**src/design/ddmp_pkg.sv**
```systemverilog
// ----------------------------------------------------------------------------
// ddmp_pkg
// Shared constants for the decimal digit residue / modular power block:
// default widths, field widths and configuration register indexes.
// ----------------------------------------------------------------------------
package ddmp_pkg;

  // default widths of the modulus and exponent registers
  localparam int unsigned MOD_BITS_DEF = 31;
  localparam int unsigned EXP_BITS_DEF = 31;

  // input digit field width
  localparam int unsigned DIGIT_W = 4;

  // configuration register indexes
  localparam int unsigned CFG_IDX_W = 1;
  localparam logic [CFG_IDX_W-1:0] REG_MODULUS  = 1'b0;
  localparam logic [CFG_IDX_W-1:0] REG_EXPONENT = 1'b1;

endpackage

```
**src/design/decimal_digit_mod_pow.sv**
```systemverilog
// ----------------------------------------------------------------------------
// decimal_digit_mod_pow
// Residue of a decimal number (one digit per transfer, most significant
// first) modulo a configured modulus, and that residue raised to a configured
// exponent modulo the same modulus, reported on the digit flagged last.
// ----------------------------------------------------------------------------
// Operation: every digit is folded in by a bit-serial long reduction of
// residue*10 + digit, one bit per cycle through a single compare-subtract; the
// input stalls until the digit is done. On the last digit the power follows by
// right-to-left square-and-multiply over each exponent bit up to the highest
// set bit, in which a bit-serial shift-and-add forms both the multiply and the
// square (they share the doubled multiplicand). The result sits in an output
// register, so a new number may start while it waits to be taken. A modulus of
// zero acts as one; configuration must be written only while the block is
// idle, which the block itself does not enforce.
// ----------------------------------------------------------------------------
module decimal_digit_mod_pow #(
  parameter int unsigned MOD_BITS = ddmp_pkg::MOD_BITS_DEF,
  parameter int unsigned EXP_BITS = ddmp_pkg::EXP_BITS_DEF
) (
  input  logic                                   clk,
  input  logic                                   rst_n,
  // configuration write port
  input  logic                                   cfg_we,
  input  logic [ddmp_pkg::CFG_IDX_W-1:0]         cfg_index,
  input  logic [((MOD_BITS > EXP_BITS) ? MOD_BITS : EXP_BITS)-1:0] cfg_data,
  // digit input channel
  input  logic                                   in_valid,
  output logic                                   in_stall,
  input  logic [ddmp_pkg::DIGIT_W-1:0]           in_digit,
  input  logic                                   in_last,
  // result channel
  output logic                                   out_valid,
  input  logic                                   out_stall,
  output logic [MOD_BITS-1:0]                    out_residue,
  output logic [MOD_BITS-1:0]                    out_power
);

  localparam int unsigned VB    = MOD_BITS + 4;          // residue*10 + digit
  localparam int unsigned CNT_W = $clog2(VB);

  // state codes
  localparam logic [2:0] S_IDLE = 3'd0;
  localparam logic [2:0] S_RED  = 3'd1;
  localparam logic [2:0] S_EXP  = 3'd2;
  localparam logic [2:0] S_MUL  = 3'd3;
  localparam logic [2:0] S_OUT  = 3'd4;

  logic [2:0]          state_r, state_nxt;
  logic [CNT_W-1:0]    cnt_r, cnt_nxt;
  logic                last_r, last_nxt;
  logic [MOD_BITS-1:0] mod_r;
  logic [EXP_BITS-1:0] exp_r;
  logic [MOD_BITS-1:0] run_r, run_nxt;
  logic [VB-1:0]       vsh_r, vsh_nxt;
  logic [MOD_BITS-1:0] rem_r, rem_nxt;
  logic [MOD_BITS-1:0] res_r, res_nxt;
  logic [EXP_BITS-1:0] esh_r, esh_nxt;
  logic [MOD_BITS-1:0] acc_r, acc_nxt;
  logic [MOD_BITS-1:0] base_r, base_nxt;
  logic [MOD_BITS-1:0] mcand_r, mcand_nxt;
  logic [MOD_BITS-1:0] p1_r, p1_nxt;
  logic [MOD_BITS-1:0] p2_r, p2_nxt;
  logic [MOD_BITS-1:0] ma_r, ma_nxt;
  logic [MOD_BITS-1:0] mb_r, mb_nxt;
  logic                out_valid_r, out_valid_nxt;
  logic [MOD_BITS-1:0] out_residue_r, out_power_r;

  logic [MOD_BITS-1:0] m_eff;
  logic [MOD_BITS:0]   m_ext;
  logic [MOD_BITS-1:0] one_mod;
  logic [MOD_BITS:0]   red_t, dbl_t, add1_t, add2_t;
  logic [MOD_BITS-1:0] red_q, dbl_q, add1_q, add2_q;
  logic [VB-1:0]       v_init;
  logic                in_xfer, slot_free, load_out;

  // effective modulus: zero acts as one
  always_comb begin
    m_eff   = (mod_r == '0) ? MOD_BITS'(1) : mod_r;
    m_ext   = {1'b0, m_eff};
    one_mod = (m_eff == MOD_BITS'(1)) ? '0 : MOD_BITS'(1);
  end

  // reduction step: shift one bit of v into the remainder
  always_comb begin
    red_t = {rem_r, vsh_r[VB-1]};
    red_q = (red_t >= m_ext) ? MOD_BITS'(red_t - m_ext) : red_t[MOD_BITS-1:0];
  end

  // multiply step: double the multiplicand, add it into both products
  always_comb begin
    dbl_t  = {1'b0, mcand_r} + {1'b0, mcand_r};
    dbl_q  = (dbl_t >= m_ext) ? MOD_BITS'(dbl_t - m_ext) : dbl_t[MOD_BITS-1:0];
    add1_t = {1'b0, p1_r} + {1'b0, mcand_r};
    add1_q = (add1_t >= m_ext) ? MOD_BITS'(add1_t - m_ext) : add1_t[MOD_BITS-1:0];
    add2_t = {1'b0, p2_r} + {1'b0, mcand_r};
    add2_q = (add2_t >= m_ext) ? MOD_BITS'(add2_t - m_ext) : add2_t[MOD_BITS-1:0];
  end

  // residue*10 + digit, zero extended
  assign v_init = {1'b0, run_r, 3'b000} + {3'b000, run_r, 1'b0}
                + {{(VB-ddmp_pkg::DIGIT_W){1'b0}}, in_digit};

  assign in_stall  = (state_r != S_IDLE);
  assign in_xfer   = in_valid && !in_stall;
  assign slot_free = !out_valid_r || !out_stall;
  assign load_out  = (state_r == S_OUT) && slot_free;

  // sequencer
  always_comb begin
    state_nxt = state_r;
    cnt_nxt   = cnt_r;
    last_nxt  = last_r;
    run_nxt   = run_r;
    vsh_nxt   = vsh_r;
    rem_nxt   = rem_r;
    res_nxt   = res_r;
    esh_nxt   = esh_r;
    acc_nxt   = acc_r;
    base_nxt  = base_r;
    mcand_nxt = mcand_r;
    p1_nxt    = p1_r;
    p2_nxt    = p2_r;
    ma_nxt    = ma_r;
    mb_nxt    = mb_r;
    unique case (state_r)
      S_IDLE: begin
        if (in_xfer) begin
          vsh_nxt   = v_init;
          rem_nxt   = '0;
          cnt_nxt   = CNT_W'(VB - 1);
          last_nxt  = in_last;
          state_nxt = S_RED;
        end
      end
      S_RED: begin
        rem_nxt = red_q;
        vsh_nxt = {vsh_r[VB-2:0], 1'b0};
        cnt_nxt = cnt_r - 1'b1;
        if (cnt_r == '0) begin
          if (last_r) begin
            run_nxt   = '0;
            res_nxt   = red_q;
            acc_nxt   = one_mod;
            base_nxt  = red_q;
            esh_nxt   = exp_r;
            state_nxt = S_EXP;
          end else begin
            run_nxt   = red_q;
            state_nxt = S_IDLE;
          end
        end
      end
      S_EXP: begin
        // one exponent bit: start acc*base and base*base together
        if (esh_r == '0) begin
          state_nxt = S_OUT;
        end else begin
          mcand_nxt = base_r;
          p1_nxt    = '0;
          p2_nxt    = '0;
          ma_nxt    = acc_r;
          mb_nxt    = base_r;
          cnt_nxt   = CNT_W'(MOD_BITS - 1);
          state_nxt = S_MUL;
        end
      end
      S_MUL: begin
        mcand_nxt = dbl_q;
        p1_nxt    = ma_r[0] ? add1_q : p1_r;
        p2_nxt    = mb_r[0] ? add2_q : p2_r;
        ma_nxt    = ma_r >> 1;
        mb_nxt    = mb_r >> 1;
        cnt_nxt   = cnt_r - 1'b1;
        if (cnt_r == '0) begin
          acc_nxt   = esh_r[0] ? p1_nxt : acc_r;
          base_nxt  = p2_nxt;
          esh_nxt   = esh_r >> 1;
          state_nxt = S_EXP;
        end
      end
      S_OUT: begin
        if (slot_free) begin
          state_nxt = S_IDLE;
        end
      end
      default: begin
        state_nxt = S_IDLE;
      end
    endcase
  end

  // output register valid
  always_comb begin
    out_valid_nxt = out_valid_r;
    if (load_out) begin
      out_valid_nxt = 1'b1;
    end else if (out_valid_r && !out_stall) begin
      out_valid_nxt = 1'b0;
    end
  end

  // control and configuration registers
  always_ff @(posedge clk) begin
    if (!rst_n) begin
      state_r     <= S_IDLE;
      cnt_r       <= '0;
      last_r      <= 1'b0;
      run_r       <= '0;
      out_valid_r <= 1'b0;
      mod_r       <= MOD_BITS'(1);
      exp_r       <= EXP_BITS'(1);
    end else begin
      state_r     <= state_nxt;
      cnt_r       <= cnt_nxt;
      last_r      <= last_nxt;
      run_r       <= run_nxt;
      out_valid_r <= out_valid_nxt;
      if (cfg_we && cfg_index == ddmp_pkg::REG_MODULUS) begin
        mod_r <= cfg_data[MOD_BITS-1:0];
      end
      if (cfg_we && cfg_index == ddmp_pkg::REG_EXPONENT) begin
        exp_r <= cfg_data[EXP_BITS-1:0];
      end
    end
  end

  // datapath registers
  always_ff @(posedge clk) begin
    vsh_r   <= vsh_nxt;
    rem_r   <= rem_nxt;
    res_r   <= res_nxt;
    esh_r   <= esh_nxt;
    acc_r   <= acc_nxt;
    base_r  <= base_nxt;
    mcand_r <= mcand_nxt;
    p1_r    <= p1_nxt;
    p2_r    <= p2_nxt;
    ma_r    <= ma_nxt;
    mb_r    <= mb_nxt;
    if (load_out) begin
      out_residue_r <= res_r;
      out_power_r   <= acc_r;
    end
  end

  assign out_valid   = out_valid_r;
  assign out_residue = out_residue_r;
  assign out_power   = out_power_r;

`ifndef SYNTH
  // a result only appears after the power loop has finished
  a_out_from_done: assert property (@(posedge clk) disable iff (!rst_n)
    $rose(out_valid_r) |-> $past(state_r) == S_OUT)
    else $error("result loaded outside the done state");

  // exhausted exponent goes straight to the result
  a_exp_done: assert property (@(posedge clk) disable iff (!rst_n)
    (state_r == S_EXP && esh_r == '0) |=> state_r == S_OUT)
    else $error("power loop did not finish on empty exponent");

  // running residue is cleared once the last digit has been folded in
  a_run_cleared: assert property (@(posedge clk) disable iff (!rst_n)
    (state_r == S_EXP || state_r == S_MUL || state_r == S_OUT) |-> run_r == '0)
    else $error("running residue not cleared after last digit");

  // a non-last digit returns to idle after its reduction
  a_red_idle: assert property (@(posedge clk) disable iff (!rst_n)
    (state_r == S_RED && cnt_r == '0 && !last_r) |=> state_r == S_IDLE)
    else $error("digit reduction did not return to idle");
`endif

endmodule

```
**config.mk**
```make
export PLATFORM = sky130hd
export DESIGN_NAME = decimal_digit_mod_pow
export DESIGN_NICKNAME = d
export VERILOG_FILES = /design/src/design/ddmp_pkg.sv /design/src/design/decimal_digit_mod_pow.sv
export SDC_FILE = /design/constraint.sdc
export NUM_CORES = 1
export LEC_CHECK = 0
export CORE_ASPECT_RATIO = 0.7
export CORE_MARGIN = 5
export CORE_UTILIZATION = 40
export CTS_CLUSTER_DIAMETER = 60
export DETAILED_ROUTE_END_ITERATION = 8
export DONT_BUFFER_PORTS = 1
export PLACE_DENSITY = 0.6
export SYNTH_ARGS = -nofsm -noshare
export SYNTH_HDL_FRONTEND = slang
export SYNTH_SLANG_ARGS = --single-unit
export TNS_END_PERCENT = 100
```
**constraint.sdc**
```tcl
create_clock -name clk -period 7.87 [get_ports clk]
set_input_delay 1.9675 -clock clk [delete_from_list [all_inputs] [get_ports clk]]
set_output_delay 1.9675 -clock clk [all_outputs]
set_load 0.03 [all_outputs]
```
== After elaboration in Yosys (flattened, before gate mapping) ==
Index checks and enable logic that the tools add are counted.
Word-level totals
  register bits: 511
  output and inout port bits: 64
  logic and storage cells: 122
Cells by class
  $add $sub $neg: 10
  $lt $le $gt $ge: 4
  equal/unequal tests: 12
  muxes and demuxes: 46
  bitwise logic cells: 1
  reductions and logical operators: 29
Operators by type and width (count)
  2-to-1 mux 31 bit: 22
  one-hot mux 31 bit (2 select lines): 9
  greater-or-equal comparator 32 x 31 -> 1 bit: 4
  subtractor 31 bit: 4
  adder 31 x 31 -> 32 bit: 3
  one-hot mux 35 bit (2 select lines): 1
  logical NOT 31 bit: 2
  adder 34 x 32 -> 35 bit: 1
  adder 35 x 4 -> 35 bit: 1
  2-to-1 mux 35 bit: 1
  equality test 31 x 1 -> 1 bit, second input constant: 1
  one-hot mux 6 bit (3 select lines): 1
  2-to-1 mux 3 bit: 5
  one-hot mux 3 bit (5 select lines): 1
  != test 2 bit, second input constant: 7
  2-to-1 mux 6 bit: 2
  AND reduction 2 bit: 4
  AND reduction 4 bit: 2
  nonzero test 2 bit: 4
  equality test 3 x 2 -> 1 bit, second input constant: 2
  logical NOT 6 bit: 1
  AND reduction 3 bit: 2
  nonzero test 3 bit: 2
  subtractor 6 x 1 -> 6 bit, second input constant: 1
  11 further kinds: 19

== Longest topological paths before layout ==
Gate-level depths: netlist of the first run.
  word-level depth: 8
  depth in mapped cells: 29
  depth with buffers taken out: 26

== Least setup slack after synthesis of the first run ==
Ideal clock, no wire load.
  path type: input to register
  from: input out_stall
  to: register out_power_r[0], in the netlist out_power[0], enable pin
  library setup time: 0.503 ns
  arrival: 5.003 ns
  required time: 7.367 ns
  slack: 2.364 ns
  cell stages on the path: 1
  path through: a21oi_1
On the way
  longest elaborated chain between the ends: 3
Ends and longest elaborated chain
  start: declaration: RTL line decimal_digit_mod_pow.sv:34  | input logic out_stall,
  logical NOT 1 bit: RTL line decimal_digit_mod_pow.sv:106  | assign slot_free = !out_valid_r || !out_stall;
  logical OR 1 bit: RTL line decimal_digit_mod_pow.sv:106
  logical AND 1 bit: RTL line decimal_digit_mod_pow.sv:107  | assign load_out = (state_r == S_OUT) && slot_free;
  end signal: assignment: RTL line decimal_digit_mod_pow.sv:243  | out_power_r <= acc_r;
  end: declaration: RTL line decimal_digit_mod_pow.sv:67  | logic [MOD_BITS-1:0] out_residue_r, out_power_r;
No other way between the ends.
A chain may end at the register's enable or synchronous reset.

== Worst setup path in the final report of the first run ==
  from: register mcand_r[0]
  to: register acc_r[2], data pin
On the way
  longest elaborated chain between the ends: 7
Ends and longest elaborated chain
  start: declaration: RTL line decimal_digit_mod_pow.sv:61  | logic [MOD_BITS-1:0] mcand_r, mcand_nxt;
  start signal: assignment: RTL line decimal_digit_mod_pow.sv:236  | mcand_r <= mcand_nxt;
  adder 31 x 31 -> 32 bit (*): RTL line decimal_digit_mod_pow.sv:94  | add1_t = {1'b0, p1_r} + {1'b0, mcand_r};
  subtractor 31 bit / greater-or-equal comparator 32 x 31 -> 1 bit (equally long branches): RTL line decimal_digit_mod_pow.sv:95  | add1_q = (add1_t >= m_ext) ? MOD_BITS'(add1_t - m_ext) : add1_t[MOD_BITS-1:0];
  2-to-1 mux 31 bit (*): RTL line decimal_digit_mod_pow.sv:95
  2-to-1 mux 31 bit (*): RTL line decimal_digit_mod_pow.sv:170  | p1_nxt = ma_r[0] ? add1_q : p1_r;
  2-to-1 mux 31 bit (*): RTL line decimal_digit_mod_pow.sv:176  | acc_nxt = esh_r[0] ? p1_nxt : acc_r;
  2-to-1 mux 31 bit (*): RTL line decimal_digit_mod_pow.sv:175  | if (cnt_r == '0) begin
  one-hot mux 31 bit (2 select lines) (*): RTL line decimal_digit_mod_pow.sv:126  | unique case (state_r)
  end signal: assignment: RTL line decimal_digit_mod_pow.sv:234  | acc_r <= acc_nxt;
  end: declaration: RTL line decimal_digit_mod_pow.sv:59  | logic [MOD_BITS-1:0] acc_r, acc_nxt;
Every way passes the cells marked *; elsewhere a longest branch is shown, timed or not. The select of a mux whose other input is x is not followed.

==> results of run 1 <==
kinds of logic (layout without fill, tap and decap cells):
family,count (synthesis),in the layout,synth area share (%)
flops,511,511,45.30
compound gates,899,899,18.58
other cells,0,1,0
fa+ha+maj,258,258,10.40
buf+inv,252,260,3.257
xor+xnor,171,171,4.743
mux,70,70,2.318
simple gates,1101,1101,15.40
layer usage:
layer	GRT usage, %	wire length (µm)
met4	4.451	1785
met1	28.90	41380
met3	5.436	7023
met2	28.32	35090
met5	0	13
where the power goes:
group | internal (W) | total (W) | switching [W]
logic | 0.000605 | 0.00162 | 0.00101
clock network | 0.00162 | 0.00282 | 0.00120
registers | 0.00312 | 0.00319 | 0.0000779
total | 0.00534 | 0.00763 | 0.00229
per-stage QoR:
stage / hold WS (ps) / total power (W)
after CTS: 420.8 / 0.007695
after global placement: 403.2 / 0.004848
after detailed placement: 405.7 / 0.004856
after global routing: 428.9 / 0.007994
after floorplan: 400.3 / 0.004403
final: 420.1 / 0.007633
layout make-up:
| class | instances | area [µm²] |
|---|---|---|
| antenna | 1 | 2.502 |
| clock buffer | 60 | 1416 |
| clock inverter | 44 | 536.8 |
| fill | 7513 | 43840 |
| inverter | 129 | 484.2 |
| multi-input combinational | 2499 | 16320 |
| sequential | 511 | 14300 |
| tap | 1056 | 1321 |
| timing repair buffer | 27 | 215.2 |
worst max-delay path, cell delays in order (launching register included):
cell and delay [ps]:
edfxtp_1 460, ha_1 240, inv_1 70, fa_1 400, nor2b_1 140, o21a_1 150, o21a_1 210, o211ai_1 180
o21a_1 290, a2111oi_0 430, buf_4 210, o21ai_1 90, a211oi_1 400, nor2_1 100, xnor2_1 210, ha_1 300
inv_1 160, o21bai_1 100, a21oi_1 160, o21ai_0 150, a21oi_1 200, o211a_1 700, buf_4 340, mux2i_1 200
mux2i_1 80, and2_1 180
worst paths after layout:
kind         startpoint             end  slack [ps]  depth (start not counted)
max          mcand_r[0]        acc_r[2]        1470                         25
max reg2reg  mcand_r[0]        acc_r[2]        1470                         25
min            res_r[1]  out_residue[1]         420                          0
min reg2reg    res_r[1]  out_residue[1]         420                          0
layout by cell type, fill, tap and decap left out, types with 11 or more instances in the layout:
cell / n
nand2_1: 573
edfxtp_1: 407
ha_1: 248
a21oi_1: 226
nor2_1: 212
o21ai_0: 195
inv_1: 127
a21o_1: 115
xnor2_1: 114
dfxtp_1: 104
a21boi_0: 72
xor2_1: 57
mux2i_1: 57
clkbuf_16: 56
nor3_1: 48
and2_1: 46
nand3_1: 40
o21a_1: 35
o21bai_1: 30
a211oi_1: 29
nand4_1: 27
nor2b_1: 27
a31oi_1: 27
nand2b_1: 26
buf_4: 26
o21ai_1: 25
o31ai_1: 23
nor4_1: 22
and3_1: 19
a22oi_1: 13
or3_1: 11
==> impl_metrics.env, run 1 <==
export IMPL_status="completed"
export IMPL_track_usage_pct=19.51
export IMPL_syn_num_nets=3560
export IMPL_fp_dieW_um=345.8
export IMPL_grt_max_degree=156
export IMPL_maxCapViolations=0
export IMPL_cts_buffer_depth=3
export IMPL_async_flop_share_pct=0
export IMPL_tightest_slew_ps=1258
export IMPL_place_congestion=0.9188
export IMPL_first_iter_violations=1931
export IMPL_gr_total_overflow=0
export IMPL_viasPerCell=5.478
export IMPL_max_slew_margin_pct=15.74
export IMPL_synth_edf_count=407
export IMPL_ys_types=94
export IMPL_synthTopCellsByCount="576 x nand2_1, 407 x edfxtp_1, 248 x ha_1"
export IMPL_nets=3522
export IMPL_layout_cells_non_filler=4327
export IMPL_vias=23702
export IMPL_p_per_area_nw_per_um2=220.6
export IMPL_start_kind="register"
export IMPL_antenna_found_initial=1
export IMPL_postSynthCellCount=3262
export IMPL_rsz0062_at_grt="false"
export IMPL_vdd_ir_drop_worst_uv=145.0
export IMPL_clock_sinks=511
export IMPL_wl_per_cell_um=19.71
export IMPL_synth_most_common_cell="nand2_1"
export IMPL_netlist_area_um2=31570
export IMPL_finalInstanceArea_um2=34600
export IMPL_placed_cells=4222
export IMPL_postPlaceCellArea_um2=32640
export IMPL_hold_path_class="register to register"
export IMPL_synth_seq_cells=511
export IMPL_std_cell_rows=86
export IMPL_arrival_ps=6790
export IMPL_final_period_utilization_pct=81.35
export IMPL_drcViolationCount=0
export IMPL_fin_ws_ps=1468
export IMPL_hold_buffers=0
export IMPL_grt_pass1_vias=21991
export IMPL_core_um2=78440
export IMPL_regMostFlops="vsh_r"
export IMPL_pre_cts_slack_ps=1606
export IMPL_cts_root_buf="clkbuf_16"
export IMPL_post_synth_top_area_fraction_pct=38.71
export IMPL_clock_fmax_ghz=0.1562
export IMPL_cts_htree_levels=2
export IMPL_drive_above_1_share_pct=6.055
export IMPL_synth_seq_area_share_pct=45.30
export IMPL_largest_register_ffs=35
export IMPL_area_growth_pct=9.582
export IMPL_finish_utilization_pct=44.11
export IMPL_synth_top_flop_cell="edfxtp_1"
export IMPL_cp_max_fo=18
export IMPL_worstPathRequired_ps=8260
export IMPL_fin_crit_ps=6402
export IMPL_avgSynthCellArea_um2=9.679
export IMPL_drtPass1Iterations=5
export IMPL_clk_latency_ps=650
export IMPL_cts_tree="done"
export IMPL_numCtsBuffers=56
export IMPL_finClkSkew_ps=46.49
export IMPL_hold_violations=0
export IMPL_initial_core_util_pct=40.25
export IMPL_ys_warn_count=0
export IMPL_wirelength_um=85290
export IMPL_power_leakage_nw=13.75
export IMPL_yosys_area_top_type="edfxtp_1"
export IMPL_dp_hpwl_um=62180
export IMPL_cts_clk_slew_worst_paths_ps=60
export IMPL_die_area_um2=84740
export IMPL_post_cts_buffers=0
export IMPL_crit_type="register to register"
export IMPL_critPathCaptureType="register"
export IMPL_ant_nets=0
export IMPL_finalSetupViolations=0
export IMPL_die_h_um=245.1
export IMPL_tns_ps=0
export IMPL_ys_top_cells_by_area="edfxtp_1 39%, ha_1 9.8%, nand2_1 6.8%"
export IMPL_grt_pass1_wl_um=131900
export IMPL_io_pins=106
export IMPL_place_port_buffers=0
export IMPL_slew_violations=0
export IMPL_cts_resized=0
Power figures use the tool's default switching activity.
==> run 2: changes to the inputs <==
--- a/config.mk
+++ b/config.mk
@@ -5,6 +5,7 @@
 export SDC_FILE = /design/constraint.sdc
 export NUM_CORES = 1
 export LEC_CHECK = 0
+export ABC_AREA = 1
 export CORE_ASPECT_RATIO = 0.7
 export CORE_MARGIN = 5
 export CORE_UTILIZATION = 40
==> constraint.sdc (replaced) <==
create_clock -name clk -period 6 [get_ports clk]
set_input_delay 1.5 -clock clk [delete_from_list [all_inputs] [get_ports clk]]
set_output_delay 1.5 -clock clk [all_outputs]
set_load 0.03 [all_outputs]
==> run 2 against run 1 <==
Final cell count increased by 20%. Clock-buffer cell count increased by 10. Largest cell class unchanged. Sequential share of layout area down 2.1 points. Largest power group unchanged. Fmax increased by 18%.
==> impl_metrics.env, run 2 <==
export IMPL_clock_fmax_ghz=0.1838
export IMPL_cp_num_buf_inv=2
export IMPL_yosys_area_top_type="edfxtp_1"
export IMPL_synth_xor_area_share_pct=4.381
export IMPL_finalSetupViolations=0
export IMPL_hold_buffers=0
export IMPL_vias=27862
export IMPL_fin_crit_ps=5440
export IMPL_ant_nets=0
export IMPL_synth_fa_ha_area_share_pct=9.832
export IMPL_critPathCaptureType="register"
export IMPL_layout_common_cells="1092 x nand2_1, 435 x inv_1, 407 x edfxtp_1"
export IMPL_cp_max_fo=31
export IMPL_start_kind="register"
export IMPL_slew_violations=0
export IMPL_p_per_area_nw_per_um2=302.9
export IMPL_regMostFlops="vsh_r"
export IMPL_cts_clk_slew_worst_paths_ps=60
export IMPL_fillers=8204
export IMPL_async_flop_share_pct=0
export IMPL_core_um2=82360
export IMPL_final_common_cell="nand2_1"
export IMPL_dp_hpwl_um=81730
export IMPL_cts_root_buf="clkbuf_16"
export IMPL_drtPass1Iterations=6
export IMPL_fp_dieW_um=354.3
export IMPL_viasPerCell=5.352
export IMPL_synth_most_common_cell="nand2_1"
export IMPL_io_pins=106
export IMPL_synth_top_family_by_area="simple AND/OR/NAND/NOR gates"
export IMPL_die_h_um=251
export IMPL_r2r_start="mcand_r[1]"
export IMPL_syn_num_nets=4385
export IMPL_synth_seq_cells=511
export IMPL_cp_top_family="compound AO/OA/AOI/OAI gates"
export IMPL_crit_cells=25
export IMPL_die_area_um2=88930
export IMPL_grt_max_degree=111
export IMPL_wl_per_cell_um=20.30
export IMPL_finClkSkew_ps=27.66
export IMPL_cp_startpoint="mcand_r[1]"
export IMPL_antenna_cells=0
export IMPL_synthMuxAreaShare_pct=0
export IMPL_crit_type="register to register"
export IMPL_r2r_end="base_r[6]"
export IMPL_final_period_utilization_pct=90.66
export IMPL_rsz0062_at_grt="false"
export IMPL_antenna_found_initial=0
export IMPL_ys_types=60
export IMPL_cp_common_cell="nand2_1"
export IMPL_vdd_ir_drop_worst_uv=237.5
export IMPL_worst_path_max_delay_cell="edfxtp_1"
export IMPL_max_stage_delay_ps=490
export IMPL_cts_htree_levels=2
export IMPL_tightest_slew_ps=1170
export IMPL_yosys_area_share_simple_pct=23.06
export IMPL_power_leakage_nw=15.75
export IMPL_ys_top_cells_by_area="edfxtp_1 37%, nand2_1 12%, ha_1 9.3%"
export IMPL_r2r_setup_slack_ps=560
export IMPL_drcViolationCount=0
export IMPL_gr_total_overflow=0
export IMPL_hold_violations=0
export IMPL_place_port_buffers=0
export IMPL_std_cell_rows=88
export IMPL_drive_above_1_share_pct=5.768
export IMPL_hold_path_class="register to register"
export IMPL_cts_tree="done"
export IMPL_first_iter_violations=2898
export IMPL_nets=4378
export IMPL_synth_compound_area_share_pct=13.01
export IMPL_tns_ps=0
export IMPL_track_usage_pct=22.89
export IMPL_netlist_area_um2=33190
export IMPL_post_synth_top_area_fraction_pct=36.82
export IMPL_wirelength_um=105700
export IMPL_worstPathRequired_ps=6400
export IMPL_place_congestion=0.9494
export IMPL_reg2reg_depth=25
export IMPL_area_growth_pct=9.768
export IMPL_synth_edf_count=407
export IMPL_grt_pass1_wl_um=157700
export IMPL_avgSynthCellArea_um2=8.121
export IMPL_clk_latency_ps=650
export IMPL_status="completed"
export IMPL_clock_sinks=511
export IMPL_cts_buffer_depth=3
export IMPL_arrival_ps=5840
export IMPL_synth_seq_area_share_pct=43.10
export IMPL_numCtsBuffers=56
export IMPL_initial_core_util_pct=40.30
export IMPL_synthTopCellsByCount="1094 x nand2_1, 436 x inv_1, 407 x edfxtp_1"
export IMPL_ys_warn_count=0
export IMPL_synth_top_flop_cell="edfxtp_1"
export IMPL_maxCapViolations=0
export IMPL_max_slew_margin_pct=21.90
export IMPL_largest_register_ffs=35
export IMPL_grt_pass1_vias=25111
export IMPL_cp_endpoint="base_r[6]"
export IMPL_postSynthCellCount=4087
export IMPL_power_w=0.01104
-- run 2: report_power, final --
part / switching (W) / internal [W]
clock: 0.00154 / 0.00196
combinational: 0.00222 / 0.00104
sequential: 0.000105 / 0.00416
total: 0.00387 / 0.00716
-- run 2: cell type report --
| cell class | count | area, µm² | area share (%) |
|---|---|---|---|
| multi-input combinational | 3013 | 16770 | 46.04 |
| sequential | 511 | 14300 | 39.26 |
| inverter | 447 | 1683 | 4.619 |
| clock buffer | 70 | 1567 | 4.300 |
| tap | 1080 | 1351 | 3.709 |
| timing repair buffer | 51 | 457.9 | 1.257 |
| clock inverter | 34 | 295.3 | 0.8105 |
-- run 2: layer usage --
| metal | share of wire (%) | wire length [µm] | vias up | track usage (%) |
|---|---|---|---|---|
| li1 | - | - | 13839 | - |
| met1 | 52 | 54500 | 12940 | 37.33 |
| met2 | 37 | 38950 | 966 | 29.47 |
| met3 | 9.8 | 10360 | 115 | 6.274 |
| met4 | 1.6 | 1676 | 2 | 4.140 |
| met5 | 0.15 | 161 | - | 1.263 |
-- run 2: worst min-delay path by stage --
stage	start	end	slack, ps	cells after the start
finish	res_r[15]	out_residue[15]	420	0
global placement	res_r[24]	out_residue[24]	400	0
detailed placement	res_r[15]	out_residue[15]	400	0
CTS	res_r[15]	out_residue[15]	420	0
global route	res_r[26]	out_residue[26]	420	0
floorplan	res_r[0]	out_residue[0]	400	0
-- run 2: per-stage QoR --
stage | hold slack, ps | cells | setup slack (ps) | utilization (%) | area [µm²]
2_1_floorplan | 400.3 | 4087 | 877.9 | - | 33190
3_3_place_gp | 400.5 | 5102 | 758.9 | 41.97 | 34570
3_5_place_dp | 404.5 | 5102 | 579.8 | 41.97 | 34570
4_1_cts | 419.7 | 5206 | 562.4 | 44.23 | 36430
5_1_grt | 424.2 | 5206 | 112.3 | 44.23 | 36430
6_report | 419.9 | 5206 | 560.3 | 44.23 | 36430
-- run 2: cell families (layout without fill, tap and decap cells) --
logic type / count (synthesis) / after routing
AOI/OAI and AO/OA: 786 / 786
adders and majority gates: 256 / 256
xor gates and xnor gates: 166 / 166
DFF: 511 / 511
buffers and inverters: 563 / 602
and+or+nand+nor: 1805 / 1805
-- run 2: what timing repair did --
item                       CTS  global route
setup endpoints to repair    0             5
gates resized for setup      0             1
buffers inserted             0             0
